## src/hdl/vector_beam_integrator_defines.svh

```systemverilog
// ----------------------------------------------------------------------------
// vector beam integrator assertion macros
// shared concurrent assertion forms, clocked on clk and quiet during reset
// ----------------------------------------------------------------------------
`ifndef VECTOR_BEAM_INTEGRATOR_DEFINES_SVH
`define VECTOR_BEAM_INTEGRATOR_DEFINES_SVH

// same-cycle implication
`define VBI_ASSERT_NOW(lbl, ante, cons, msg) \
    lbl: assert property (@(posedge clk) disable iff (!rst_n) (ante) |-> (cons)) \
        else $error(msg);

// next-cycle implication
`define VBI_ASSERT_NEXT(lbl, ante, cons, msg) \
    lbl: assert property (@(posedge clk) disable iff (!rst_n) (ante) |=> (cons)) \
        else $error(msg);

`endif

```

## src/hdl/vbi_pkg.sv

```systemverilog
// ----------------------------------------------------------------------------
// vbi_pkg
// types and constants shared by the vector beam integrator
// ----------------------------------------------------------------------------
package vbi_pkg;

    // screen geometry
    localparam int unsigned SCREEN_WIDTH  = 32768;
    localparam int unsigned SCREEN_HEIGHT = 32768;
    localparam logic [31:0] CENTER_X      = 32'(SCREEN_WIDTH / 2);
    localparam logic [31:0] CENTER_Y      = 32'(SCREEN_HEIGHT / 2);
    localparam logic [31:0] LIMIT_X       = 32'(SCREEN_WIDTH);
    localparam logic [31:0] LIMIT_Y       = 32'(SCREEN_HEIGHT);

    // request kinds
    localparam logic REQ_UPDATE = 1'b0;
    localparam logic REQ_TICK   = 1'b1;

    // port b and aux control bit positions
    localparam int unsigned PB_DEMUX_OFF_BIT = 0;
    localparam int unsigned PB_SEL_LSB       = 1;
    localparam int unsigned PB_RAMP_BIT      = 7;
    localparam int unsigned ACR_BLANK_BIT    = 4;
    localparam int unsigned ACR_RAMP_BIT     = 7;

    localparam logic [7:0] INTENSITY_OFFSET = 8'h80;
    localparam logic [7:0] HOLD_RESET       = 8'd128;

    // demultiplexer channel select
    typedef enum logic [1:0] {
        SEL_Y         = 2'd0,
        SEL_REF       = 2'd1,
        SEL_INTENSITY = 2'd2,
        SEL_SOUND     = 2'd3
    } sel_t;

    typedef struct packed {
        logic       req_type;
        logic [7:0] port_b;
        logic [7:0] dac_value;
        logic [7:0] joy_ch0;
        logic [7:0] joy_ch1;
        logic [7:0] joy_ch2;
        logic [7:0] joy_ch3;
        logic [7:0] aux_control;
        logic       blank_shift;
        logic       blank_hold;
        logic       zero_line;
        logic       timer_pb7;
    } req_t;

    typedef struct packed {
        logic        valid;
        logic [14:0] x0;
        logic [14:0] y0;
        logic [14:0] x1;
        logic [14:0] y1;
        logic [6:0]  color;
    } line_t;

    typedef struct packed {
        logic        compare_flag;
        logic        line_valid;
        logic [14:0] line_x0;
        logic [14:0] line_y0;
        logic [14:0] line_x1;
        logic [14:0] line_y1;
        logic [6:0]  line_color;
    } res_t;

    // which kind of step the pipeline performs this cycle
    typedef struct packed {
        logic update;
        logic tick;
    } step_t;

    // sample-and-hold values seen by the integrator
    typedef struct packed {
        logic [6:0] intensity;
        logic [8:0] delta_x;
        logic [8:0] delta_y;
    } hold_t;

endpackage

```

## src/hdl/vbi_if.sv

```systemverilog
// ----------------------------------------------------------------------------
// vbi channel interfaces
// valid/ready channels for request and result beats
// ----------------------------------------------------------------------------
interface vbi_req_if import vbi_pkg::*; ();
    logic valid;
    logic ready;
    req_t payload;

    modport source (output valid, output payload, input ready);
    modport sink   (input valid, input payload, output ready);
endinterface

interface vbi_res_if import vbi_pkg::*; ();
    logic valid;
    logic ready;
    res_t payload;

    modport source (output valid, output payload, input ready);
    modport sink   (input valid, input payload, output ready);
endinterface

```

## src/hdl/vector_beam_integrator.sv

```systemverilog
// ----------------------------------------------------------------------------
// vector_beam_integrator
// analog front end of a vector display: sample-and-holds, beam integrator
// and line segment extraction
// ----------------------------------------------------------------------------
// Every request beat produces exactly one result beat. An update beat (port b
// write) steers the dac value into the y, reference or intensity hold, picks
// the comparator channel and recomputes the deltas; a tick beat moves the beam
// one analog cycle and reports a finished line when blanking turns on or the
// slope or intensity changes. The block takes one beat per clock, back to back,
// while the result register drains: a request lands in the input register,
// then one register-to-register pass through the 32-bit beam add, the
// on-screen compare and the hold logic updates the state and fills the result
// register. The input register takes a new beat when it is empty or when its
// stored beat moves on, and a stored beat moves on only when the result
// register is empty or draining.
`include "vector_beam_integrator_defines.svh"

module vector_beam_integrator import vbi_pkg::*; (
    input  logic      clk,
    input  logic      rst_n,
    vbi_req_if.sink   req,
    vbi_res_if.source res
);

    // input register
    logic  in_valid_reg, in_valid_next;
    req_t  in_data_reg;

    // result register
    logic  res_valid_reg, res_valid_next;
    res_t  res_data_reg;

    logic  step_fire;
    logic  req_accept;
    step_t step;
    hold_t hold;
    logic  compare_now;
    line_t line;

    // a stored request moves on when the result register is free or draining
    assign step_fire   = in_valid_reg && (!res_valid_reg || res.ready);
    assign req.ready   = !in_valid_reg || step_fire;
    assign req_accept  = req.valid && req.ready;
    assign step.update = step_fire && (in_data_reg.req_type == REQ_UPDATE);
    assign step.tick   = step_fire && (in_data_reg.req_type == REQ_TICK);

    always_comb
    begin
        in_valid_next = in_valid_reg;
        if (req_accept)
            in_valid_next = 1'b1;
        else if (step_fire)
            in_valid_next = 1'b0;

        res_valid_next = res_valid_reg;
        if (step_fire)
            res_valid_next = 1'b1;
        else if (res.ready)
            res_valid_next = 1'b0;
    end

    always_ff @(posedge clk or negedge rst_n)
    begin
        if (!rst_n)
        begin
            in_valid_reg  <= 1'b0;
            res_valid_reg <= 1'b0;
        end
        else
        begin
            in_valid_reg  <= in_valid_next;
            res_valid_reg <= res_valid_next;
        end
    end

    always_ff @(posedge clk)
    begin
        if (req_accept)
            in_data_reg <= req.payload;
        if (step_fire)
        begin
            res_data_reg.compare_flag <= compare_now;
            res_data_reg.line_valid   <= line.valid;
            res_data_reg.line_x0      <= line.x0;
            res_data_reg.line_y0      <= line.y0;
            res_data_reg.line_x1      <= line.x1;
            res_data_reg.line_y1      <= line.y1;
            res_data_reg.line_color   <= line.color;
        end
    end

    // holds, comparator and deltas: written by update beats
    vbi_sample_hold u_sample_hold (
        .clk         (clk),
        .rst_n       (rst_n),
        .step        (step),
        .data        (in_data_reg),
        .hold        (hold),
        .compare_now (compare_now)
    );

    // beam position and segment tracking: advanced by tick beats
    vbi_beam_tracker u_beam_tracker (
        .clk   (clk),
        .rst_n (rst_n),
        .step  (step),
        .data  (in_data_reg),
        .hold  (hold),
        .line  (line)
    );

    assign res.valid   = res_valid_reg;
    assign res.payload = res_data_reg;

    `VBI_ASSERT_NEXT(a_step_fills_result, step_fire, res_valid_reg,
        "result register empty after a step")
    `VBI_ASSERT_NEXT(a_stalled_request_kept, in_valid_reg && !step_fire, in_valid_reg,
        "stored request dropped without a step")
    `VBI_ASSERT_NOW(a_no_line_on_update, step.update, !line.valid,
        "line reported on an update beat")

endmodule

```

## src/hdl/vbi_sample_hold.sv

```systemverilog
// ----------------------------------------------------------------------------
// vbi_sample_hold
// dac demultiplexer, sample-and-hold registers, comparator and deltas
// ----------------------------------------------------------------------------
module vbi_sample_hold import vbi_pkg::*; (
    input  logic  clk,
    input  logic  rst_n,
    input  step_t step,
    input  req_t  data,
    output hold_t hold,
    output logic  compare_now
);

    logic [7:0] y_hold_reg, y_hold_next;
    logic [7:0] ref_hold_reg, ref_hold_next;
    logic [6:0] intensity_reg, intensity_next;
    logic [8:0] delta_x_reg, delta_x_next;
    logic [8:0] delta_y_reg, delta_y_next;
    logic       compare_reg, compare_next;
    logic [7:0] joy_sel;
    logic [6:0] intensity_calc;
    logic       demux_on;
    sel_t       sel;

    always_comb
    begin
        sel            = sel_t'(data.port_b[PB_SEL_LSB +: 2]);
        demux_on       = !data.port_b[PB_DEMUX_OFF_BIT];
        intensity_calc = (data.dac_value > INTENSITY_OFFSET)
                       ? 7'(data.dac_value - INTENSITY_OFFSET) : 7'd0;
        y_hold_next    = y_hold_reg;
        ref_hold_next  = ref_hold_reg;
        intensity_next = intensity_reg;
        case (sel)
            SEL_Y:
            begin
                joy_sel = data.joy_ch0;
                if (demux_on) y_hold_next = data.dac_value;
            end
            SEL_REF:
            begin
                joy_sel = data.joy_ch1;
                if (demux_on) ref_hold_next = data.dac_value;
            end
            SEL_INTENSITY:
            begin
                joy_sel = data.joy_ch2;
                if (demux_on) intensity_next = intensity_calc;
            end
            default:
            begin
                // sound channel: comparator only
                joy_sel = data.joy_ch3;
            end
        endcase
        compare_next = (joy_sel > data.dac_value);
        delta_x_next = {1'b0, data.dac_value} - {1'b0, ref_hold_next};
        delta_y_next = {1'b0, ref_hold_next} - {1'b0, y_hold_next};
        compare_now  = step.update ? compare_next : compare_reg;
    end

    always_ff @(posedge clk or negedge rst_n)
    begin
        if (!rst_n)
        begin
            y_hold_reg    <= HOLD_RESET;
            ref_hold_reg  <= HOLD_RESET;
            intensity_reg <= '0;
            delta_x_reg   <= '0;
            delta_y_reg   <= '0;
            compare_reg   <= 1'b0;
        end
        else if (step.update)
        begin
            y_hold_reg    <= y_hold_next;
            ref_hold_reg  <= ref_hold_next;
            intensity_reg <= intensity_next;
            delta_x_reg   <= delta_x_next;
            delta_y_reg   <= delta_y_next;
            compare_reg   <= compare_next;
        end
    end

    assign hold.intensity = intensity_reg;
    assign hold.delta_x   = delta_x_reg;
    assign hold.delta_y   = delta_y_reg;

endmodule

```

## src/hdl/vbi_beam_tracker.sv

```systemverilog
// ----------------------------------------------------------------------------
// vbi_beam_tracker
// beam position integrator and line segment tracker
// ----------------------------------------------------------------------------
`include "vector_beam_integrator_defines.svh"

module vbi_beam_tracker import vbi_pkg::*; (
    input  logic  clk,
    input  logic  rst_n,
    input  step_t step,
    input  req_t  data,
    input  hold_t hold,
    output line_t line
);

    logic [31:0] beam_x_reg, beam_x_next;
    logic [31:0] beam_y_reg, beam_y_next;
    logic        drawing_reg, drawing_next;
    logic [14:0] start_x_reg, start_y_reg, end_x_reg, end_y_reg;
    logic [14:0] end_x_next, end_y_next;
    logic [31:0] slope_x_reg, slope_y_reg;
    logic [6:0]  color_reg;

    logic [31:0] sx, sy;
    logic        blank, ramp, on_old, on_new, slope_chg;
    logic        start, emit;

    always_comb
    begin
        blank = data.aux_control[ACR_BLANK_BIT] ? data.blank_shift : data.blank_hold;
        ramp  = data.aux_control[ACR_RAMP_BIT] ? data.timer_pb7
                                               : data.port_b[PB_RAMP_BIT];

        // zero line pulls straight to center, so the sum is the center itself
        if (!data.zero_line)
        begin
            sx          = CENTER_X - beam_x_reg;
            sy          = CENTER_Y - beam_y_reg;
            beam_x_next = CENTER_X;
            beam_y_next = CENTER_Y;
        end
        else if (ramp)
        begin
            sx          = '0;
            sy          = '0;
            beam_x_next = beam_x_reg;
            beam_y_next = beam_y_reg;
        end
        else
        begin
            sx          = {{23{hold.delta_x[8]}}, hold.delta_x};
            sy          = {{23{hold.delta_y[8]}}, hold.delta_y};
            beam_x_next = beam_x_reg + sx;
            beam_y_next = beam_y_reg + sy;
        end

        on_old    = (beam_x_reg < LIMIT_X) && (beam_y_reg < LIMIT_Y);
        on_new    = (beam_x_next < LIMIT_X) && (beam_y_next < LIMIT_Y);
        slope_chg = (sx != slope_x_reg) || (sy != slope_y_reg)
                 || (hold.intensity != color_reg);

        drawing_next = drawing_reg;
        start        = 1'b0;
        emit         = 1'b0;
        // only tick beats touch the segment
        if (step.tick)
        begin
            if (!drawing_reg)
            begin
                if (blank && on_old)
                begin
                    start        = 1'b1;
                    drawing_next = 1'b1;
                end
            end
            else if (!blank)
            begin
                emit         = 1'b1;
                drawing_next = 1'b0;
            end
            else if (slope_chg)
            begin
                emit         = 1'b1;
                start        = on_old;
                drawing_next = on_old;
            end
        end

        if (drawing_next && on_new)
        begin
            end_x_next = beam_x_next[14:0];
            end_y_next = beam_y_next[14:0];
        end
        else if (start)
        begin
            end_x_next = beam_x_reg[14:0];
            end_y_next = beam_y_reg[14:0];
        end
        else
        begin
            end_x_next = end_x_reg;
            end_y_next = end_y_reg;
        end

        line.valid = emit;
        line.x0    = emit ? start_x_reg : '0;
        line.y0    = emit ? start_y_reg : '0;
        line.x1    = emit ? end_x_reg   : '0;
        line.y1    = emit ? end_y_reg   : '0;
        line.color = emit ? color_reg   : '0;
    end

    always_ff @(posedge clk or negedge rst_n)
    begin
        if (!rst_n)
        begin
            beam_x_reg  <= CENTER_X;
            beam_y_reg  <= CENTER_Y;
            drawing_reg <= 1'b0;
        end
        else if (step.tick)
        begin
            beam_x_reg  <= beam_x_next;
            beam_y_reg  <= beam_y_next;
            drawing_reg <= drawing_next;
        end
    end

    // segment payload, only read while drawing
    always_ff @(posedge clk)
    begin
        if (step.tick)
        begin
            end_x_reg <= end_x_next;
            end_y_reg <= end_y_next;
            if (start)
            begin
                start_x_reg <= beam_x_reg[14:0];
                start_y_reg <= beam_y_reg[14:0];
                slope_x_reg <= sx;
                slope_y_reg <= sy;
                color_reg   <= hold.intensity;
            end
        end
    end

    `VBI_ASSERT_NEXT(a_beam_holds_on_update, step.update,
        $stable(beam_x_reg) && $stable(beam_y_reg), "beam moved on an update step")
    `VBI_ASSERT_NEXT(a_drawing_holds_on_update, step.update,
        $stable(drawing_reg), "drawing state changed on an update step")
    `VBI_ASSERT_NOW(a_emit_needs_drawing, emit, drawing_reg,
        "line emitted with no segment in progress")

endmodule

```

## src/flat_wrapper.sv

```systemverilog
// flat-port wrapper written by rule: the top's interface ports become plain ports
module vector_beam_integrator_flat import vbi_pkg::*;
  (clk, rst_n, req_valid, req_payload, req_ready, res_valid, res_payload, res_ready);
  vbi_req_if req_i ();
  vbi_res_if res_i ();
  input  logic clk;
  input  logic rst_n;
  input wire logic [$bits(req_i.valid)-1:0] req_valid;
  input wire logic [$bits(req_i.payload)-1:0] req_payload;
  output wire logic [$bits(req_i.ready)-1:0] req_ready;
  output wire logic [$bits(res_i.valid)-1:0] res_valid;
  output wire logic [$bits(res_i.payload)-1:0] res_payload;
  input wire logic [$bits(res_i.ready)-1:0] res_ready;
  assign req_i.valid = req_valid;
  assign req_i.payload = req_payload;
  assign req_ready = req_i.ready;
  assign res_valid = res_i.valid;
  assign res_payload = res_i.payload;
  assign res_i.ready = res_ready;
  vector_beam_integrator u_core (.clk(clk), .rst_n(rst_n), .req(req_i), .res(res_i));
endmodule
```

## config.mk

```make
export PLATFORM = sky130hd
export DESIGN_NAME = vector_beam_integrator_flat
export DESIGN_NICKNAME = d
export VERILOG_FILES = /design/src/hdl/vbi_pkg.sv /design/src/hdl/vbi_if.sv /design/src/hdl/vector_beam_integrator.sv /design/src/hdl/vbi_sample_hold.sv /design/src/hdl/vbi_beam_tracker.sv /design/src/flat_wrapper.sv
export VERILOG_INCLUDE_DIRS = /design/src /design/src/hdl
export SDC_FILE = /design/constraint.sdc
export NUM_CORES = 1
export LEC_CHECK = 0
export BUFFER_PORTS_ARGS = -buffer_cell sky130_fd_sc_hd__buf_2
export CAP_MARGIN = 20
export CORE_MARGIN = 1
export CORE_UTILIZATION = 35
export CTS_CLUSTER_SIZE = 28
export DETAILED_ROUTE_END_ITERATION = 10
export GPL_ROUTABILITY_DRIVEN = 0
export SLEW_MARGIN = 10
export SYNTH_ARGS = -nofsm -noshare
export SYNTH_HDL_FRONTEND = slang
export SYNTH_SLANG_ARGS = --single-unit
```

## constraint.sdc

```tcl
create_clock -name clk -period 7 [get_ports clk]
set_clock_uncertainty 0.1 [all_clocks]
set_input_delay 0.35 -clock clk [delete_from_list [all_inputs] [get_ports clk]]
set_output_delay 0.35 -clock clk [all_outputs]
set_load 0.005 [all_outputs]
```

# == Word-level counts from Yosys, hierarchy flattened ==
# Index checks and enable logic that the tools add are counted.
# classes
div_mod_pow,0
eq_ne,5
shift,0
n_lt_le_gt_ge,6
multipliers,0
n_bitwise,2
muxes,38
n_addsub,7
n_reduce_logical,21
# op_table
operator,count
two-way mux 32 bit,8
< comparator 32 x 16 -> 1 bit (second input constant),4
adder 32 bit,2
!= test 32 bit,2
subtractor 15 x 32 -> 32 bit (first input constant),2
two-way mux 15 bit,4
two-way mux 8 bit,4
one-hot mux 8 bit (3 select lines),1
two-way mux 1 bit,20
subtractor 8 x 8 -> 9 bit,2
greater-than comparator 8 bit,1
greater-than comparator 8 bit (second input constant),1
logical AND 1 bit,8
two-way mux 7 bit,1
!= test 7 bit,1
subtractor 7 x 1 -> 7 bit (second input constant),1
nonzero test 2 bit,3
logical OR 1 bit,4
AND reduction 2 bit,2
AND reduction 3 bit,1
equality test 2 x 1 -> 1 bit (second input constant),1
equality test 2 bit (second input constant),1
zero test 1 bit,2
zero test 2 bit,1
NOT 1 bit,2
# word_totals
reg_bits,370
n_memories,0
output_inout_bits,71
ramBits,0
inputBits,65
mem_bits_ro,0
latch_bits,0
elab_cells,116

# == Depth between registers and ports, before layout ==
# logic_depth
depth_word,13
mapped_depth,17
depth_no_buf,14

# == By module ==
# From an unflattened synthesis, not the netlist that was laid out.
# hier_totals
hier_cells,2178
area_unflattened_um2,22300.1
# by_module_without_submodules
mod,instances,seq_area_each_um2,cells_each,area_per_inst_um2
vbi_beam_tracker,1,5562.8,1762,15526.1
vector_beam_integrator,1,3953.8,141,4027.6
vbi_sample_hold,1,1053.5,275,2746.4

# == Worst setup path before layout ==
# No wires, ideal clock.
# synth_timing
kind,reg-to-reg
startpoint,reg u_core.u_sample_hold.delta_y_reg[8]
endpoint,"reg u_core.u_beam_tracker.end_x_reg[0], enable pin"
n_path_buf,1
stages_incl_launch_ff,12
path_slack_ps,1199
arrival_time_ps,5274
synth_period_minus_slack_ps,5801
required_time_ps,6473
path_cell_list,dfrtp_1 > ha_1 > buf_4 > a21o_1 > or4_4 > a31o_4 > a311o_1 > or4_1 > nor4b_2 > and4b_4 > nand4b_4 > a21oi_1
# synth_between
elab_chain_len,12
word_cells_on_any_way,21
cone_classes,add/sub (1); order compare (1); eq/ne (1); mux (12); reduce/logical (6)
# synth_rtl
item,line,rtl
start: declaration,vbi_sample_hold.sv:18,"logic [8:0] delta_y_reg, delta_y_next;"
start signal: assignment,vbi_sample_hold.sv:79,delta_y_reg <= delta_y_next;
"parallel branches: the longest is 10 deep, another holds adder 32 bit",--,
nonzero test 2 bit (no line) *,--,
AND reduction 2 bit (no line) *,--,
end signal: assignment,vbi_beam_tracker.sv:134,end_x_reg <= end_x_next;
end: declaration,vbi_beam_tracker.sv:19,"logic [14:0] start_x_reg, start_y_reg, end_x_reg, end_y_reg;"
# Every way passes the cells marked *.
# A chain may end at the register's enable or synchronous reset.

# == Worst setup path after layout ==
# layout_timing
startpoint,reg u_core.u_beam_tracker.beam_y_reg[3]
endpoint,reg u_core.u_beam_tracker.end_y_reg[1] (data pin)
# layout_between
elab_chain_len,11
word_cells_on_any_way,20
cone_classes,add/sub (2); order compare (2); eq/ne (1); mux (9); reduce/logical (6)
# layout_rtl
item,line,rtl
start: declaration,vbi_beam_tracker.sv:17,"logic [31:0] beam_y_reg, beam_y_next;"
start signal: assignment,vbi_beam_tracker.sv:124,beam_y_reg <= beam_y_next;
"parallel branches: the longest is 9 deep, another holds adder 32 bit",--,
logical AND 1 bit *,vbi_beam_tracker.sv:89,if (drawing_next && on_new)
two-way mux 15 bit *,vbi_beam_tracker.sv:89,
via u_core.u_beam_tracker.end_y_next[1],vbi_beam_tracker.sv:20,"logic [14:0] end_x_next, end_y_next;"
end signal: assignment,vbi_beam_tracker.sv:135,end_y_reg <= end_y_next;
end: declaration,vbi_beam_tracker.sv:19,
# Mark *: on every way through the listed nets, which the timed path passes.

==> impl_metrics.ini <==
[grt]
grtUsageMet2 = 0.3317
grt_pass1_wl_mm = 109.5
antenna_found_initial = 1
grt_use_met1 = 0.2893
grt_overflow = 0
grt_max_degree = 141
busiest_layer = met2
met3_usage = 0.03081
grt_pass1_vias = 18574
grt_util_all_layers = 0.2104

[final_layout]
largest_reg_flops = 69
final_net_count = 2588
drive_above_1_share = 0.1388
area_growth_pct = 14.38
n_fill_cell = 6319
instances_no_fill = 3320
finish.instance_area_mm2 = 0.02632

[pwr]
seqPwrFrac = 0.300
switching_power_w = 0.005247
leakage_nw = 10.22
comb_power_share = 0.500
powerDensity_mw_per_mm2 = 436.2
max-vdd-ir-drop_mv = 0.1788
swShare = 0.4570
p_int_w = 0.006235
clkPwrFrac = 0.200

[yosys]
synth_top_family_by_area = simple AND/OR/NAND/NOR gates
ys.flop_type = edfxtp_1
synth_xor_area_frac = 0.04665
yosys-top-cells-area = edfxtp_1 (33%), dfrtp_1 (11%), ha_1 (4.8%)
synthSimpleGateAreaFrac = 0.1966
ys_ff_latch = 360
yosysWarnings = 0
synth_edf_count = 251
synth_fa_ha_area_frac = 0.05132
async_reset_ff_frac = 0.3028
synthMostInstantiatedCell = edfxtp_1
synth_commonest_cells = edfxtp_1 (251), nand2_1 (231), o21ai_0 (170)
synth-compound-area-share = 0.1859
syn-cell-area_mm2 = 0.02301
synth_top_area_frac = 0.3275
syn_area_per_cell_um2 = 9.975
synth_fp_nets = 2464
synthMuxAreaShare = 0.02996
synth_cell_types = 117
yosysSeqAreaShare = 0.4463
synth_top_area_cell = edfxtp_1
syn_inst = 2307

[flow_run]
drv_cap = 0

[floorplan]
initial_core_util = 0.3557
die_x_um = 258.4
core_mm2 = 0.06470
fp.dieH_um = 258.4
pin_count = 136
fp.dieArea_mm2 = 0.06678
rows = 93

[setup_path]
startpoint_type = register
cp.required_ps = 7340
cp_max_fo = 16
cpLargestDelayFamily = simple AND/OR/NAND/NOR gates
critical_path.max_stage_delay_ps = 910
path_buf_inv = 1
critPathSlowestCell = o311ai_0
path_cells = ha_1 -> and2_4 -> a221o_1 -> o311ai_0 -> nand2_1 -> a211oi_1 -> nand4_1 -> nor4b_1 -> and2_2 -> nand3_1 -> and4b_1 -> buf_4 -> a22o_1
arrival_ps = 6050
crit_type = reg2reg
endpoint_kind = register

[place]
hpwlAfterDp_mm = 51.34
dp_cells = 3186
preCtsSetupSlack_ps = 1431
placed_area_mm2 = 0.02430
io_buffers = 125

[routing]
dr_total_vias = 19533
drc_errors = 0
detail-route-antenna-nets = 0
firstDrtPassIters = 6
wl_per_cell_um = 21.58
drt-vias-per-instance = 5.883
wl_mm = 71.65
drtIter0Drc = 2067

[sta]
slew_headroom = 0.3081
fin_crit_sh = 0.8158
timing.hold.ws_ps = 271.0
slew_violations = 0
setup_tns_ps = 0
min_period_ps = 5710
rsz0062_at_grt = false
setup_viol = 0
hold_viol_final = 0
tightest_slew_ps = 1034
setup_ws_ps = 1290
max_freq_mhz = 175.1

[outcome]
status = finished, final reports clean

[clocking]
clock_latency_ps = 580
cts_made_buffers = 42
root_buffer = clkbuf_16
cts_tree = yes
path_clk_slew_ps = 60
cts.sinks = 360
cts_max_path_buffers = 3
htreeDepth = 2

[worst_hold_path]
hp-class = in2async
[per-stage QoR]
step	power (W)	utilization
after floorplan	0.007336	-
after global placement	0.008892	0.3756
after detailed placement	0.008989	0.3756
after CTS	0.01134	0.4065
after global routing	0.01214	0.4069
final	0.01148	0.4069
[layout make-up]
class | instances | area [um^2] | area share
inverters | 71 | 269.0 | 0.01022
clock inverters | 22 | 261.5 | 0.009934
diodes | 1 | 2.502 | 0.00009507
flip-flops and latches | 360 | 10270 | 0.3901
multi-input cells | 1740 | 11790 | 0.4477
repair buffers | 216 | 1474 | 0.05599
well taps | 855 | 1070 | 0.04064
clock buffers | 55 | 1191 | 0.04525
[cells in the final DEF, fill, tap and decap left out, types with 10 or more instances in the layout]
cell / n
xnor2_1: 71
a21o_1: 38
nand2_1: 231
and2_1: 84
nand3_1: 49
dfrtp_1: 105
clkbuf_16: 43
nand2b_1: 23
a22oi_1: 30
o211ai_1: 21
nor4_1: 44
a31oi_1: 20
nor3_1: 70
xor2_1: 49
and3_1: 23
inv_1: 67
o21a_1: 14
dlygate4sd3_1: 55
o22ai_1: 19
a21oi_1: 116
or4_1: 16
o31ai_1: 24
nand4_1: 42
o21ai_0: 170
or2_2: 18
nor2_1: 104
or3_1: 27
nor3b_1: 10
a211oi_1: 20
mux2i_1: 27
a22o_1: 26
buf_2: 124
buf_4: 35
nor2b_1: 16
mux2_2: 12
ha_1: 88
edfxtp_1: 251
[power groups by stage]
stage | sequential, W | combinational, W | clock, W
finish | 0.00345 | 0.00574 | 0.00230
global route | 0.00349 | 0.00623 | 0.00242
CTS | 0.00342 | 0.00558 | 0.00234
detailed placement | 0.00346 | 0.00552 | 0
global placement | 0.00345 | 0.00544 | 0
floorplan | 0.00302 | 0.00431 | 0
[kinds of logic after synthesis]
group,after synthesis
and+or+nand+nor,834
AOI/OAI and AO/OA,639
DFF,360
buffers and inverters,207
xor gates and xnor gates,121
adders and majority gates,92
muxes,54
[path summary, 6_finish.rpt]
path                                                                         end  depth (start not counted)                                        startpoint  slack, ps
worst max-delay path                u_core.u_beam_tracker.end_y_reg[1]$_DFFE_PP_                         13   u_core.u_beam_tracker.beam_y_reg[3]$_DFFE_PN0P_       1290
worst min-delay path            u_core.u_beam_tracker.beam_x_reg[20]$_DFFE_PN0P_                          2                                             rst_n        270
worst max register to register      u_core.u_beam_tracker.end_y_reg[1]$_DFFE_PP_                         13   u_core.u_beam_tracker.beam_y_reg[3]$_DFFE_PN0P_       1290
worst min register to register  u_core.u_sample_hold.ref_hold_reg[3]$_DFFE_PN0P_                          2  u_core.u_sample_hold.ref_hold_reg[3]$_DFFE_PN0P_        380
max in group asynchronous        u_core.u_sample_hold.delta_x_reg[1]$_DFFE_PN0P_                          3                                             rst_n       5150
min in group clk                u_core.u_sample_hold.ref_hold_reg[3]$_DFFE_PN0P_                          2  u_core.u_sample_hold.ref_hold_reg[3]$_DFFE_PN0P_        380
[timing repair]
action	in CTS	in global routing
buffers inserted	0	0
gates resized for setup	0	0
hold buffers	55	0
hold endpoints to repair	96	0
[per-layer routing]
metal  vias to the layer above  routed length (um)
met1                      9438               31080
li1                       9009                   -
met2                       913               32220
met5                         -                   0
met4                         0                2829
met3                       173                5519
Note: power is estimated with default switching activity, not from simulation.
